<file path="config.mk">
export PLATFORM = sky130hd
export DESIGN_NAME = delimited_frame_receiver
export DESIGN_NICKNAME = d
export VERILOG_FILES = /design/src/dfr_pkg.sv /design/src/dfr_cell.sv /design/src/dfr_ctrl.sv /design/src/delimited_frame_receiver.sv
export SDC_FILE = /design/constraint.sdc
export NUM_CORES = 1
export LEC_CHECK = 0
export ABC_AREA = 1
export BUFFER_PORTS_ARGS = -buffer_cell sky130_fd_sc_hd__buf_2
export CORE_UTILIZATION = 62
export CTS_BUF_LIST = sky130_fd_sc_hd__clkbuf_8
export CTS_CLUSTER_DIAMETER = 60
export DETAILED_ROUTE_END_ITERATION = 6
export PLACE_DENSITY = 0.88
export SKIP_LAST_GASP = 1
export SYNTH_ARGS = -nofsm -noshare
export SYNTH_HDL_FRONTEND = slang
export SYNTH_SLANG_ARGS = --single-unit
</file>
<file path="constraint.sdc">
create_clock -name i_clk -period 9.65 [get_ports i_clk]
set_clock_uncertainty 0.15 [all_clocks]
set_input_delay 0.965 -clock i_clk [delete_from_list [all_inputs] [get_ports i_clk]]
set_output_delay 0.965 -clock i_clk [all_outputs]
set_load 0.05 [all_outputs]
</file>
<file path="src/dfr_pkg.sv">
// Package for the delimited frame receiver.
// Holds the frame marks, the type length table types, the control state enum
// and the cell control struct. No dependencies.
`default_nettype none

package dfr_pkg;

    // Frame marks and frame layout
    localparam logic [7:0] START_MARK  = 8'h3C;
    localparam logic [7:0] END_MARK    = 8'h3E;
    localparam logic [2:0] HEADER_LEN  = 3'd3;
    localparam logic [2:0] TYPE_COUNT  = 3'd5;
    localparam logic [2:0] MAX_PAYLOAD = 3'd4;
    localparam int         PAYLOAD_LANES = 4;

    // Cells the controller looks at: start, type, code, four payload bytes, end
    localparam int HEAD_CELLS = 8;

    // One 3-bit length per type code, type 0 in the lowest slot
    typedef logic [4:0][2:0] t_len_array;

    localparam t_len_array LEN_RESET = {3'd4, 3'd4, 3'd2, 3'd1, 3'd0};

    typedef logic [HEAD_CELLS-1:0][7:0] t_head;

    // Control states
    typedef enum logic [1:0] {
        ST_IDLE,
        ST_CHECK,
        ST_DROP,
        ST_SEARCH
    } t_state;

    // Broadcast control for the cell chain
    typedef struct packed {
        logic shift;
        logic load;
    } t_cell_ctrl;

endpackage

`default_nettype wire

</file>
<file path="src/dfr_cell.sv">
// One byte cell of the frame store chain.
// Loads the received byte when selected, or takes its right neighbor's byte
// on a shift. Depends on dfr_pkg.
`default_nettype none

module dfr_cell
    import dfr_pkg::*;
(
    input  wire logic       i_clk,
    input  wire t_cell_ctrl i_ctrl,
    input  wire logic       i_sel,
    input  wire logic [7:0] i_rx_byte,
    input  wire logic [7:0] i_next_byte,
    output logic      [7:0] o_byte
);

    logic [7:0] r_byte;

    // Shift toward cell 0, or append at the fill position
    always_ff @(posedge i_clk) begin
        if (i_ctrl.shift) begin
            r_byte <= i_next_byte;
        end else if (i_ctrl.load && i_sel) begin
            r_byte <= i_rx_byte;
        end
    end

    assign o_byte = r_byte;

endmodule

`default_nettype wire

</file>
<file path="src/dfr_ctrl.sv">
// Frame controller for the delimited frame receiver.
// Tracks the fill count, judges frames from the first eight cells, drives
// shifts of the cell chain and holds the result register. Depends on dfr_pkg.
`default_nettype none

module dfr_ctrl
    import dfr_pkg::*;
#(
    parameter int STORE_DEPTH = 16
) (
    input  wire logic                             i_clk,
    input  wire logic                             i_rst_n,
    input  wire logic                             i_valid,
    output logic                                  o_ready,
    input  wire logic [7:0]                       i_rx_byte,
    input  wire t_len_array                       i_lengths,
    input  wire t_head                            i_head,
    output t_cell_ctrl                            o_ctrl,
    output logic [$clog2(STORE_DEPTH)-1:0]        o_load_pos,
    output logic [$clog2(STORE_DEPTH+1)-1:0]      o_fill,
    output logic                                  o_valid,
    input  wire logic                             i_ready,
    output logic [7:0]                            o_msg_code,
    output logic [2:0]                            o_type_code,
    output logic [31:0]                           o_payload_word,
    output logic [2:0]                            o_payload_count
);

    localparam int IW = $clog2(STORE_DEPTH);
    localparam int FW = $clog2(STORE_DEPTH + 1);

    t_state      r_state, n_state;
    logic [FW-1:0] r_fill, n_fill;
    logic [3:0]  r_cnt, n_cnt;
    logic        r_out_valid, n_out_valid;
    logic [7:0]  r_msg, n_msg;
    logic [2:0]  r_type, n_type;
    logic [31:0] r_word, n_word;
    logic [2:0]  r_count, n_count;

    logic [FW-1:0] w_eff_fill;
    logic [7:0]    w_type_byte;
    logic          w_type_ok;
    logic [2:0]    w_type_idx;
    logic [2:0]    w_len_raw;
    logic [2:0]    w_len;
    logic [2:0]    w_end_idx;
    logic [FW-1:0] w_need_fill;
    logic [31:0]   w_word;
    logic          w_out_free;

    // A full store is emptied before the next byte is taken
    assign w_eff_fill = (r_fill == FW'(STORE_DEPTH)) ? '0 : r_fill;
    assign o_load_pos = w_eff_fill[IW-1:0];

    // Frame decode from the head cells
    assign w_type_byte = i_head[1];
    assign w_type_ok   = (w_type_byte < {5'd0, TYPE_COUNT});
    assign w_type_idx  = w_type_ok ? w_type_byte[2:0] : 3'd0;
    assign w_len_raw   = i_lengths[w_type_idx];
    assign w_len       = (w_len_raw > MAX_PAYLOAD) ? MAX_PAYLOAD : w_len_raw;
    assign w_end_idx   = w_len + HEADER_LEN;
    assign w_need_fill = FW'(w_end_idx) + FW'(1);
    assign w_out_free  = !r_out_valid || i_ready;

    // Payload lanes, unused lanes zero
    always_comb begin
        for (int i = 0; i < PAYLOAD_LANES; i++) begin
            w_word[8*i +: 8] = (3'(i) < w_len) ? i_head[3 + i] : 8'h00;
        end
    end

    // State and result registers
    always_ff @(posedge i_clk) begin
        if (!i_rst_n) begin
            r_state     <= ST_IDLE;
            r_fill      <= '0;
            r_cnt       <= '0;
            r_out_valid <= 1'b0;
        end else begin
            r_state     <= n_state;
            r_fill      <= n_fill;
            r_cnt       <= n_cnt;
            r_out_valid <= n_out_valid;
        end
    end

    always_ff @(posedge i_clk) begin
        r_msg   <= n_msg;
        r_type  <= n_type;
        r_word  <= n_word;
        r_count <= n_count;
    end

    // Next state, chain control and result capture
    always_comb begin
        n_state     = r_state;
        n_fill      = r_fill;
        n_cnt       = r_cnt;
        n_out_valid = r_out_valid && !i_ready;
        n_msg       = r_msg;
        n_type      = r_type;
        n_word      = r_word;
        n_count     = r_count;
        o_ctrl      = '0;
        o_ready     = (r_state == ST_IDLE);

        unique case (r_state)
            ST_IDLE: begin
                if (i_valid) begin
                    if (w_eff_fill == '0 && i_rx_byte != START_MARK) begin
                        n_fill = '0;
                    end else begin
                        o_ctrl.load = 1'b1;
                        n_fill      = w_eff_fill + FW'(1);
                        if (i_rx_byte == END_MARK) begin
                            n_state = ST_CHECK;
                        end
                    end
                end
            end
            ST_CHECK: begin
                if (!w_type_ok) begin
                    // unknown type clears the store
                    n_fill  = '0;
                    n_state = ST_IDLE;
                end else if (r_fill < w_need_fill) begin
                    // short frame: the end mark stays as payload
                    n_state = ST_IDLE;
                end else if (i_head[w_end_idx] == END_MARK) begin
                    if (w_out_free) begin
                        n_out_valid = 1'b1;
                        n_msg       = i_head[2];
                        n_type      = w_type_idx;
                        n_word      = w_word;
                        n_count     = w_len;
                        n_cnt       = 4'(w_end_idx) + 4'd1;
                        n_state     = ST_DROP;
                    end
                end else begin
                    // bad end: drop the first byte, then hunt for a start mark
                    o_ctrl.shift = 1'b1;
                    n_fill       = r_fill - FW'(1);
                    n_state      = ST_SEARCH;
                end
            end
            ST_DROP: begin
                o_ctrl.shift = 1'b1;
                n_fill       = r_fill - FW'(1);
                n_cnt        = r_cnt - 4'd1;
                if (r_cnt == 4'd1) begin
                    n_state = ST_IDLE;
                end
            end
            ST_SEARCH: begin
                if (r_fill == '0 || i_head[0] == START_MARK) begin
                    n_state = ST_IDLE;
                end else begin
                    o_ctrl.shift = 1'b1;
                    n_fill       = r_fill - FW'(1);
                end
            end
        endcase
    end

    assign o_fill          = r_fill;
    assign o_valid         = r_out_valid;
    assign o_msg_code      = r_msg;
    assign o_type_code     = r_type;
    assign o_payload_word  = r_word;
    assign o_payload_count = r_count;

endmodule

`default_nettype wire

</file>
<file path="src/delimited_frame_receiver.sv">
// Delimited frame receiver: finds '<' type code payload '>' frames in a byte stream.
// Result: an end mark leads to the check state, which registers the result once the result slot is free.
// Throughput: one byte a cycle while idle; after an end mark the check state, then drop
// cycles after a good frame, or search cycles for a start mark after a bad end, paced by
// the one-cell-per-cycle shift; a check waits while a result is held.
// Reset (synchronous, active low) empties the store and restores the length table.
`default_nettype none

module delimited_frame_receiver
    import dfr_pkg::*;
#(
    parameter int STORE_DEPTH = 16
) (
    input  wire logic        i_clk,
    input  wire logic        i_rst_n,
    input  wire logic        i_valid,
    output logic             o_ready,
    input  wire logic [7:0]  i_rx_byte,
    output logic             o_valid,
    input  wire logic        i_ready,
    output logic [7:0]       o_msg_code,
    output logic [2:0]       o_type_code,
    output logic [31:0]      o_payload_word,
    output logic [2:0]       o_payload_count,
    input  wire logic        i_cfg_we,
    input  wire logic [2:0]  i_cfg_index,
    input  wire logic [2:0]  i_cfg_data
);

    localparam int IW = $clog2(STORE_DEPTH);
    localparam int FW = $clog2(STORE_DEPTH + 1);

    t_len_array    r_len;
    t_cell_ctrl    w_ctrl;
    logic [IW-1:0] w_load_pos;
    logic [FW-1:0] w_fill;
    logic [7:0]    w_bytes [STORE_DEPTH];
    t_head         w_head;

    // Length registers; writes beyond the table are ignored
    always_ff @(posedge i_clk) begin
        if (!i_rst_n) begin
            r_len <= LEN_RESET;
        end else if (i_cfg_we && i_cfg_index < TYPE_COUNT) begin
            r_len[i_cfg_index] <= i_cfg_data;
        end
    end

    // Byte chain, cell 0 holds the oldest byte
    for (genvar k = 0; k < STORE_DEPTH; k++) begin : g_cell
        logic [7:0] w_next;
        if (k == STORE_DEPTH - 1) begin : g_last
            assign w_next = 8'h00;
        end else begin : g_mid
            assign w_next = w_bytes[k + 1];
        end
        dfr_cell u_cell (
            .i_clk       (i_clk),
            .i_ctrl      (w_ctrl),
            .i_sel       (w_load_pos == IW'(k)),
            .i_rx_byte   (i_rx_byte),
            .i_next_byte (w_next),
            .o_byte      (w_bytes[k])
        );
    end

    for (genvar h = 0; h < HEAD_CELLS; h++) begin : g_head
        assign w_head[h] = w_bytes[h];
    end

    dfr_ctrl #(
        .STORE_DEPTH (STORE_DEPTH)
    ) u_ctrl (
        .i_clk           (i_clk),
        .i_rst_n         (i_rst_n),
        .i_valid         (i_valid),
        .o_ready         (o_ready),
        .i_rx_byte       (i_rx_byte),
        .i_lengths       (r_len),
        .i_head          (w_head),
        .o_ctrl          (w_ctrl),
        .o_load_pos      (w_load_pos),
        .o_fill          (w_fill),
        .o_valid         (o_valid),
        .i_ready         (i_ready),
        .o_msg_code      (o_msg_code),
        .o_type_code     (o_type_code),
        .o_payload_word  (o_payload_word),
        .o_payload_count (o_payload_count)
    );

    // Checks
    a_fill_bound: assert property (@(posedge i_clk) disable iff (!i_rst_n)
        w_fill <= FW'(STORE_DEPTH))
        else $error("fill count beyond store depth");

    a_plain_byte_no_stall: assert property (@(posedge i_clk) disable iff (!i_rst_n)
        (i_valid && o_ready && i_rx_byte != END_MARK) |=> o_ready)
        else $error("receiver stalled after a byte other than the end mark");

    a_count_range: assert property (@(posedge i_clk) disable iff (!i_rst_n)
        o_valid |-> (o_payload_count <= MAX_PAYLOAD && o_type_code < TYPE_COUNT))
        else $error("result count or type out of range");

    a_top_lane_zero: assert property (@(posedge i_clk) disable iff (!i_rst_n)
        (o_valid && o_payload_count < MAX_PAYLOAD) |-> (o_payload_word[31:24] == 8'h00))
        else $error("unused payload lane not zero");

endmodule

`default_nettype wire
</file>
# --- Yosys cells after proc, flatten, opt, wreduce, memory -nomap -nowiden ---
# Cells that the tools add are included.
# W data, S select, Z words.
totals:
  ff_bits: 201
  in_bits: 19
  out_inout_bits: 48
  word_cells: 211
classes:
  add_sub_neg: 6
  magnitude_cmp: 12
  eq_ne: 37
  mux: 75
  n_bitwise: 1
  n_reduce_logical: 48
ops:
  columns: ["op", "count"]
  rows:
  - ["$mux W8", 31]
  - ["$mux W5", 7]
  - ["$eq A4 B4 Y1 const B", 8]
  - ["$reduce_bool A2 Y1", 16]
  - ["$bmux W8 S3", 1]
  - ["$eq A8 B6 Y1 const B", 3]
  - ["$logic_and A1 B1 Y1", 20]
  - ["$pmux W5 S4", 1]
  - ["$mux W2", 9]
  - ["$eq A4 B3 Y1 const B", 4]
  - ["$mux W4", 4]
  - ["$bwmux W15", 1]
  - ["$lt A3 B4 Y1 const B", 3]
  - ["$mux W1", 12]
  - ["$mux W3", 4]
  - ["$ne A2 B1 Y1 const B", 6]
  - ["$logic_not A5 Y1", 2]
  - ["$reduce_and A5 Y1", 2]
  - ["$bmux W3 S3", 1]
  - ["$demux W3 S3", 1]
  - ["$add A3 B1 Y4 const B", 2]
  - ["$eq A4 B1 Y1 const B", 2]
  - ["$eq A4 B2 Y1 const B", 2]
  - ["$lt A8 B3 Y1 const B", 1]
  - ["other kinds (27)", 36]

# --- Logic depth before layout (Yosys ltp) ---
# Gate-level depths: netlist of the first run.
depth:
  word_depth: 15
  mapped_depth: 29
  mapped_depth_nobuf: 27

# --- Cells and area by module ---
# A second synthesis of the first run with hierarchy kept.
hier_totals:
  hier_cells: 1069
  area_unflattened_um2: 9631.7
modules_own_cells:
  columns: ["module", "instances", "cells_each", "area_each_um2", "seq_area_each_um2"]
  rows:
  - ["dfr_cell", 16, 36, 352.8, 240.2]
  - ["dfr_ctrl", 1, 369, 3244.4, 1621.6]
  - ["delimited_frame_receiver", 1, 124, 742.0, 300.3]

# --- Worst setup path after synthesis of the first run ---
# OpenSTA, ideal clock, no wires.
synth_timing:
  path_type: "register to register"
  startpoint: "register g_cell[1].u_cell.r_byte[0]"
  endpoint: "register u_ctrl.r_msg[0], in the netlist u_ctrl.o_msg_code[0] (enable)"
  setup_ns: 0.450
  arrival_time_ns: 5.101
  t_required_ns: 9.050
  setup_slack_ns: 3.949
  stages_incl_launch_ff: 22
  path_buffers: 1
  synth_period_minus_slack_ns: 5.701
  cell_sequence: "edfxtp_1 > o21ai_2 > inv_2 > nor2_4 > nand2_1 > nand3_1 > nand2_1 > a21oi_4 > buf_2 > inv_1 > nor2_1 > inv_1 > ha_1 > inv_1 > nand3_1 > ha_1 > nand4_1 > inv_1 > nand2_1 > a21oi_1 > nand3_1 > nor2_1"
synth_via:
  elab_chain_len: 11
  elab_cells_between_ends: 14
  classes_between: "add/sub (2); order compare (3); eq/ne (1); mux (6); bitwise (1); reduce/logical (1)"
synth_lines:
  columns: ["element", "line_no", "source"]
  rows:
  - ["start: declaration", "dfr_cell.sv:17", "logic [7:0] r_byte;"]
  - ["start signal: assignment", "dfr_cell.sv:22", "r_byte <= i_next_byte;"]
  - ["start signal: assignment", "dfr_cell.sv:24", "r_byte <= i_rx_byte;"]
  - ["$lt A8 B3 Y1", "dfr_ctrl.sv:58", "assign w_type_ok = (w_type_byte < {5'd0, TYPE_COUNT});"]
  - ["$mux W3 *", "dfr_ctrl.sv:59", "assign w_type_idx = w_type_ok ? w_type_byte[2:0] : 3'd0;"]
  - ["$bmux W3 S3 *", "dfr_ctrl.sv:60", "assign w_len_raw = i_lengths[w_type_idx];"]
  - ["$mux W3 (implied by the code) *", "dfr_ctrl.sv:60", null]
  - ["$gt A3 B3 Y1", "dfr_ctrl.sv:61", "assign w_len = (w_len_raw > MAX_PAYLOAD) ? MAX_PAYLOAD : w_len_raw;"]
  - ["$mux W3 *", "dfr_ctrl.sv:61", null]
  - ["net u_ctrl.w_len[2]", "dfr_ctrl.sv:46", "logic [2:0] w_len;"]
  - ["$add A3 B2 Y3 *", "dfr_ctrl.sv:62", "assign w_end_idx = w_len + HEADER_LEN;"]
  - ["$add A3 B1 Y4 or $bmux W8 S3 (tied branches)", "dfr_ctrl.sv:63, dfr_ctrl.sv:130", null]
  - ["$lt A5 B5 Y1 or $mux W8 (tied branches)", "dfr_ctrl.sv:127, dfr_ctrl.sv:130", null]
  - ["$not A1 Y1 (no source line) or $eq A8 B6 Y1 (tied branches)", null, null]
  - ["$reduce_and A5 Y1 (no source line) *", null, null]
  - ["end signal: assignment", "dfr_ctrl.sv:89", "r_msg <= n_msg;"]
  - ["end: declaration", "dfr_ctrl.sv:36", "logic [7:0] r_msg, n_msg;"]
# The timed path passes the listed nets; every way through them passes the cells marked *. The select of a mux whose other input is x is not followed.
# A chain may end at the register's enable or synchronous reset.

# --- Worst setup path after layout of the first run ---
layout_timing:
  startpoint: "register g_cell[1].u_cell.r_byte[0]"
  endpoint: "register g_cell[4].u_cell.r_byte[2], data pin"
layout_via:
  elab_chain_len: 15
  elab_cells_between_ends: 17
  classes_between: "add/sub (2); order compare (3); eq/ne (1); mux (11)"
layout_lines:
  columns: ["element", "line_no", "source"]
  rows:
  - ["$lt A8 B3 Y1", "dfr_ctrl.sv:58", null]
  - ["$mux W3 *", "dfr_ctrl.sv:59", null]
  - ["$bmux W3 S3 *", "dfr_ctrl.sv:60", null]
  - ["$mux W3 (implied by the code) *", "dfr_ctrl.sv:60", null]
  - ["$gt A3 B3 Y1", "dfr_ctrl.sv:61", null]
  - ["$mux W3 *", "dfr_ctrl.sv:61", null]
  - ["net u_ctrl.w_len[2]", "dfr_ctrl.sv:46", null]
  - ["$add A3 B2 Y3 *", "dfr_ctrl.sv:62", null]
  - ["branches (longest 4 deep; another with $lt A5 B5 Y1)", null, null]
  - ["$mux W1 *", "dfr_ctrl.sv:127", "end else if (r_fill < w_need_fill) begin"]
  - ["$mux W1 *", "dfr_ctrl.sv:123", "if (!w_type_ok) begin"]
  - ["$pmux W1 S3 *", "dfr_ctrl.sv:108", "unique case (r_state)"]
  - ["$mux W8 *", "dfr_cell.sv:21", "if (i_ctrl.shift) begin"]
  - ["end signal: assignment", "dfr_cell.sv:22", null]
  - ["end signal: assignment", "dfr_cell.sv:24", null]
  - ["end: declaration", "dfr_cell.sv:17", null]
# Mark *: on every way through the listed nets, which the timed path passes. The select of a mux whose other input is x is not followed.

==> results of run 1 <==
[per-layer routing]
| layer | GRT usage | routed length, µm | vias to the layer above |
|---|---|---|---|
| li1 | - | - | 3084 |
| met2 | 0.467 | 9770 | 357 |
| met3 | 0.0479 | 1540 | 70 |
| met1 | 0.354 | 7990 | 3132 |
| met4 | 0.117 | 760 | 0 |
| met5 | 0 | 0 | - |
[kinds of logic (layout without fill, tap and decap cells)]
| kind of cell | count (synthesis) | after routing | synth area share |
|---|---|---|---|
| simple gates | 236 | 236 | 0.115 |
| fa+ha+maj | 15 | 15 | 0.0209 |
| xor+xnor | 7 | 7 | 0.00684 |
| buf+inv | 210 | 308 | 0.0969 |
| compound gates | 206 | 206 | 0.125 |
| flops | 201 | 201 | 0.635 |
[critical path: stages (launching register included)]
cell,delay [ns]
edfxtp_1,0.49
o21ai_2,0.30
inv_2,0.08
nor2_4,0.16
nand2_1,0.13
nand3_1,0.11
nand2_1,0.09
a21oi_4,0.41
inv_1,0.23
nor2_1,0.23
inv_1,0.09
ha_1,0.40
inv_1,0.23
nand3_1,0.15
ha_1,0.32
a211oi_1,0.37
a21oi_1,0.20
nand2_1,0.13
nand3_2,0.09
nand2_4,0.82
buf_4,0.49
nand2_1,0.57
o21ai_1,0.30
[how the worst max path moves through the flow]
stage	startpoint	cells past startpoint	slack, ns	end
2_1_floorplan	g_cell[1].u_cell.o_byte[0]$_DFFE_PP_	21	3.95	u_ctrl.o_msg_code[0]$_DFFE_PP_
3_3_place_gp	g_cell[1].u_cell.o_byte[0]$_DFFE_PP_	22	3.49	g_cell[11].u_cell.o_byte[5]$_DFFE_PP_
3_5_place_dp	g_cell[1].u_cell.o_byte[0]$_DFFE_PP_	21	3.17	g_cell[14].u_cell.o_byte[0]$_DFFE_PP_
4_1_cts	g_cell[1].u_cell.o_byte[0]$_DFFE_PP_	22	3.02	g_cell[4].u_cell.o_byte[2]$_DFFE_PP_
5_1_grt	g_cell[1].u_cell.o_byte[0]$_DFFE_PP_	22	2.45	g_cell[11].u_cell.o_byte[5]$_DFFE_PP_
6_report	g_cell[1].u_cell.o_byte[0]$_DFFE_PP_	22	2.82	g_cell[4].u_cell.o_byte[2]$_DFFE_PP_
[power by group]
part	total (mW)	internal, mW	switching, mW	leakage, nW
sequential	1.08	1.03	0.0435	1.79
combinational	0.431	0.129	0.301	2.07
clock	0.718	0.389	0.329	0.355
total	2.22	1.55	0.673	4.22
[sequential cells by signal, summed over array words and instances (netlist names)]
signal / flops
g_cell.u_cell.o_byte: 128
r_len: 15
u_ctrl.o_type_code: 3
u_ctrl.o_fill: 5
u_ctrl.r_state: 2
u_ctrl.r_cnt: 4
u_ctrl.o_payload_word: 32
u_ctrl.o_payload_count: 3
u_ctrl.o_msg_code: 8
u_ctrl.o_valid: 1
[through the flow]
step	hold WS, ns	std cells	setup WS (ns)	util
2_1_floorplan	0.276	875	3.95	-
3_3_place_gp	0.287	1095	3.49	0.669
3_5_place_dp	0.285	1095	3.17	0.669
4_1_cts	0.300	1153	3.02	0.714
5_1_grt	0.320	1153	2.45	0.714
6_report	0.301	1153	2.82	0.714
[cells in the mapped netlist, types with 3 or more instances]
master,number,area (µm²)
o22ai_1,3,18.8
a31oi_1,4,25.0
ha_1,15,188
nand3_1,36,180
o21ai_0,65,325
nand2_1,80,300
nand4_1,11,68.8
xor2_1,4,35.0
a21oi_1,24,120
dfxtp_1,35,701
clkbuf_1,4,15.0
nand3b_1,3,22.5
nor2_1,84,315
o21ai_1,88,440
inv_1,178,668
buf_2,10,50.1
buf_4,10,75.1
nor3_1,10,50.1
edfxtp_1,166,4980
xnor2_1,3,26.3
buf_6,4,45.0
o21ai_2,11,96.3
[cell type report]
type	instances	share of cell area
Sequential cell	201	0.569
Clock buffer	32	0.0441
Inverter	181	0.0680
Multi-Input combinational cell	464	0.242
Tap cell	180	0.0226
Clock inverter	26	0.0188
Timing Repair Buffer	69	0.0353
==> results_dict.tcl, run 1 <==
set metrics [dict create \
    outcome "complete, no violations" \
    layout_commonest_cell "inv_1" \
    min_period_over_period 0.708 \
    synth_edf_count 166 \
    yosysUniqueCellTypes 41 \
    via_count 6643 \
    multiInputGateArea_um2 2410 \
    path_class "reg -> reg" \
    clock_latency_ns 0.57 \
    grt_max_degree 110 \
    routedWlPerCell_um 17.4 \
    grt_usage 0.277 \
    globalRouteOverflowTotal 0 \
    total_power_mw 2.22 \
    routed_wirelength_um 20100 \
    first_pass_iters 6 \
    synthFlopType "edfxtp_1" \
    cts_tree "done" \
    cp_max_fo 109 \
    power_density_nw_per_um2 223 \
    rsz0062_at_grt "false" \
    viasPerCell 5.76 \
    synth_warnings 0 \
    finalHoldViolations 0 \
    critPathCaptureType "flop" \
    placed_area_um2 9360 \
    hold_path_class "reg -> reg" \
    avgSynthCellArea_um2 10.2 \
    async_flop_share 0 \
    antenna_left 0 \
    syn_inst 875 \
    drive_gt1_frac 0.137 \
    portBuffers 66 \
    timing.rr.end "g_cell[4].u_cell.o_byte[2]$_DFFE_PP_" \
    cts_resized 0 \
    tns_ns 0 \
    die_area_um2 14900 \
    required_ns 9.88 \
    slew_violations 0 \
    core-area_um2 14000 \
    holdPathEnd "u_ctrl.o_msg_code[0]$_DFFE_PP_" \
    whs_path_depth 0 \
    die_x_um 122 \
    peakVddDrop_uv 164 \
    maxSlewHeadroom 0.0444 \
    die_h_um 122 \
    area_growth_syn_to_layout_pct 11.4 \
    min_from "g_cell[2].u_cell.o_byte[0]$_DFFE_PP_" \
    final_cell_mix "187 x inv_1, 166 x edfxtp_1, 88 x o21ai_1, 83 x nor2_1, 80 x nand2_1" \
    tightest_slew_ns 1.42 \
    synth_seq_area_share 0.635 \
    htree_levels 1 \
    drc 0 \
    num-fill-cells 986 \
    synth_seq_cells 201 \
    post_cts_buffers 0 \
    grt_pass1_wl_um 31400 \
    final-seq-area_um2 5690 \
    cts_hold_buf 0 \
    gp_congestion 0.917 \
    nets 982 \
    fin_crit_ns 6.83 \
    r2r_start "g_cell[1].u_cell.o_byte[0]$_DFFE_PP_" \
    antennaDiodeCount 0 \
    cts_made_buffers 31 \
    root_buffer "clkbuf_8" \
    max_cap_viol_count 0 \
    antenna_found_initial 0 \
    io-pin-count 67 \
    stdcell_area_um2 9980 \
    power.leakage_nw 4.22 \
    path_clk_slew_ns 0.07 \
    initial_core_util 0.641 \
    reg2reg_depth 22 \
    rrSetupSlack_ns 2.82 \
    cts_num_sinks 201 \
    grt_pass1_vias 6365 \
    rows 43 \
    synth_nets 909 \
    setup_viol 0 \
    drtIter0Drc 765 \
    clockBufferDepth 3 \
    hpwl_um 13300 \
    cp-start-kind "flop" \
    maxClockFrequency_mhz 146 \
    syn-cell-area_um2 8960 \
    arrival_ns 7.06 \
]
No activity file was read; power rests on OpenSTA's default activity.
==> inputs of run 2 (changes only) <==
CORE_UTILIZATION = 56   (was 62)
PLACE_DENSITY = 0.84   (was 0.88)
clock period = 5.65 ns   (was 9.65 ns; I/O delays follow)
==> run 2 against run 1 <==
Non-clock buffer count increased by 7. Sequential power increased by 70%. Design area increased by 0.96%. Critical path type unchanged. Largest power group unchanged.
==> results_dict.tcl, run 2 (synthesized netlist as in run 1, its figures left out) <==
set metrics [dict create \
    final-seq-area_um2 5690 \
    die_h_um 128 \
    path_class "reg -> reg" \
    cpMostUsedCell "inv_1" \
    crit_chain "nor2_1, inv_1, nor2_1, nand3_1, inv_1, o22ai_1, nand2_1, a31oi_1, nor2_1, inv_1, ha_1, inv_1, nand3_1, ha_1, a211oi_1, a21oi_1, nand2_1, nand3_2, nand2_8, buf_4, o21ai_1" \
    core-area_um2 15400 \
    first_pass_iters 7 \
    power.leakage_nw 4.23 \
    cts_hold_buf 0 \
    final_cell_mix "186 x inv_1, 166 x edfxtp_1, 92 x o21ai_1, 83 x nor2_1, 79 x nand2_1" \
    viasPerCell 5.48 \
    total_power_mw 3.76 \
    fin_crit_ns 5.19 \
    post_cts_buffers 0 \
    clockBufferDepth 3 \
    antenna_left 0 \
    hpwl_um 13300 \
    initial_core_util 0.581 \
    largest_reg_flops 128 \
    cts_resized 0 \
    routed_wirelength_um 19100 \
    post-place-ws_ns 0.451 \
    crit_slowest_cell "buf_4" \
    cp_max_fo 53 \
    min_period_over_period 0.919 \
    grt_pass1_vias 6085 \
    finalHoldViolations 0 \
    setup_viol 0 \
    portBuffers 66 \
    required_ns 5.71 \
    antenna_found_initial 0 \
    die_area_um2 16500 \
    htree_levels 2 \
    stdcell_count 1194 \
    dpl.cell_count 1133 \
    post-route-util 0.653 \
    cts_num_sinks 201 \
    path_clk_slew_ns 0.06 \
    nets 992 \
    drive_gt1_frac 0.144 \
    hold_path_class "in -> reg" \
    cp-start-kind "flop" \
    rsz0062_at_grt "false" \
    slowest_delay_ns 0.51 \
    clock_latency_ns 0.51 \
    power_density_nw_per_um2 373 \
    drc 0 \
    layout_commonest_cell "inv_1" \
    critPathCaptureType "flop" \
    tns_ns 0 \
    arrival_ns 5.25 \
    maxSlewHeadroom 0.240 \
    stdcell_area_um2 10100 \
    globalRouteOverflowTotal 0 \
    antennaDiodeCount 0 \
    maxClockFrequency_mhz 193 \
    tightest_slew_ns 1.13 \
    num-fill-cells 1222 \
    peakVddDrop_uv 299 \
    gp_congestion 0.908 \
    slew_violations 0 \
    io-pin-count 67 \
    via_count 6543 \
    outcome "complete, no violations" \
    root_buffer "clkbuf_8" \
    hold_ws_ns 0.192 \
    max_cap_viol_count 0 \
    multiInputGateArea_um2 2420 \
    cts_tree "done" \
    placed_area_um2 9450 \
    cts_made_buffers 34 \
    grt_pass1_wl_um 30500 \
    drtIter0Drc 752 \
    routedWlPerCell_um 16.0 \
    postLayoutSetupSlackWorst_ns 0.460 \
    rows 45 \
    die_x_um 128 \
    grt_max_degree 54 \
    grt_usage 0.242 \
    area_growth_syn_to_layout_pct 12.5 \
]
-- run 2: cell count changes in the layout (fill, tap and decap cells not counted), moves of 2 or more --
cell       change
clkinv_2       -2
bufinv_16      -3
clkbuf_8       +6
clkinv_1       +3
buf_4          +6
o21ai_0        -4
o21ai_1        +4
-- run 2: worst paths after layout --
kind	startpoint	to	slack, ns	cells past startpoint
hold / removal	i_cfg_data[1]	r_len[7]$_SDFFE_PN1P_	0.19	3
hold reg to reg	g_cell[2].u_cell.o_byte[6]$_DFFE_PP_	u_ctrl.o_msg_code[6]$_DFFE_PP_	0.31	0
setup reg to reg	g_cell[1].u_cell.o_byte[7]$_DFFE_PP_	g_cell[1].u_cell.o_byte[4]$_DFFE_PP_	0.46	21
setup / recovery	g_cell[1].u_cell.o_byte[7]$_DFFE_PP_	g_cell[1].u_cell.o_byte[4]$_DFFE_PP_	0.46	21
-- run 2: layout make-up --
class,instances,share of cell area
flip-flops and latches,201,0.564
multi-input cells,464,0.241
inverters,181,0.0674
clock buffers,38,0.0519
repair buffers,76,0.0406
well taps,211,0.0262
clock inverters,23,0.00943
-- run 2: where the power goes --
part,switching [mW],internal (mW),total (mW)
clock,0.561,0.617,1.18
combinational,0.517,0.227,0.744
sequential,0.0758,1.76,1.84
-- run 2: critical path, delay by kind of cell, from the launching register on --
kind / cells / cell delay, ns
AND/OR/NAND/NOR: 9 / 1.63
buffers and inverters: 5 / 1.05
AO/OA/AOI/OAI: 5 / 0.93
adder cells (fa/ha/maj): 2 / 0.72
flip-flops: 1 / 0.39
-- run 2: metal layers --
layer / vias to the layer above / track usage / wire length (µm)
li1: 3115 / - / -
met1: 3049 / 0.327 / 8180
met2: 322 / 0.378 / 8720
met3: 57 / 0.0503 / 1610
met4: 0 / 0.111 / 624
met5: - / 0 / 0
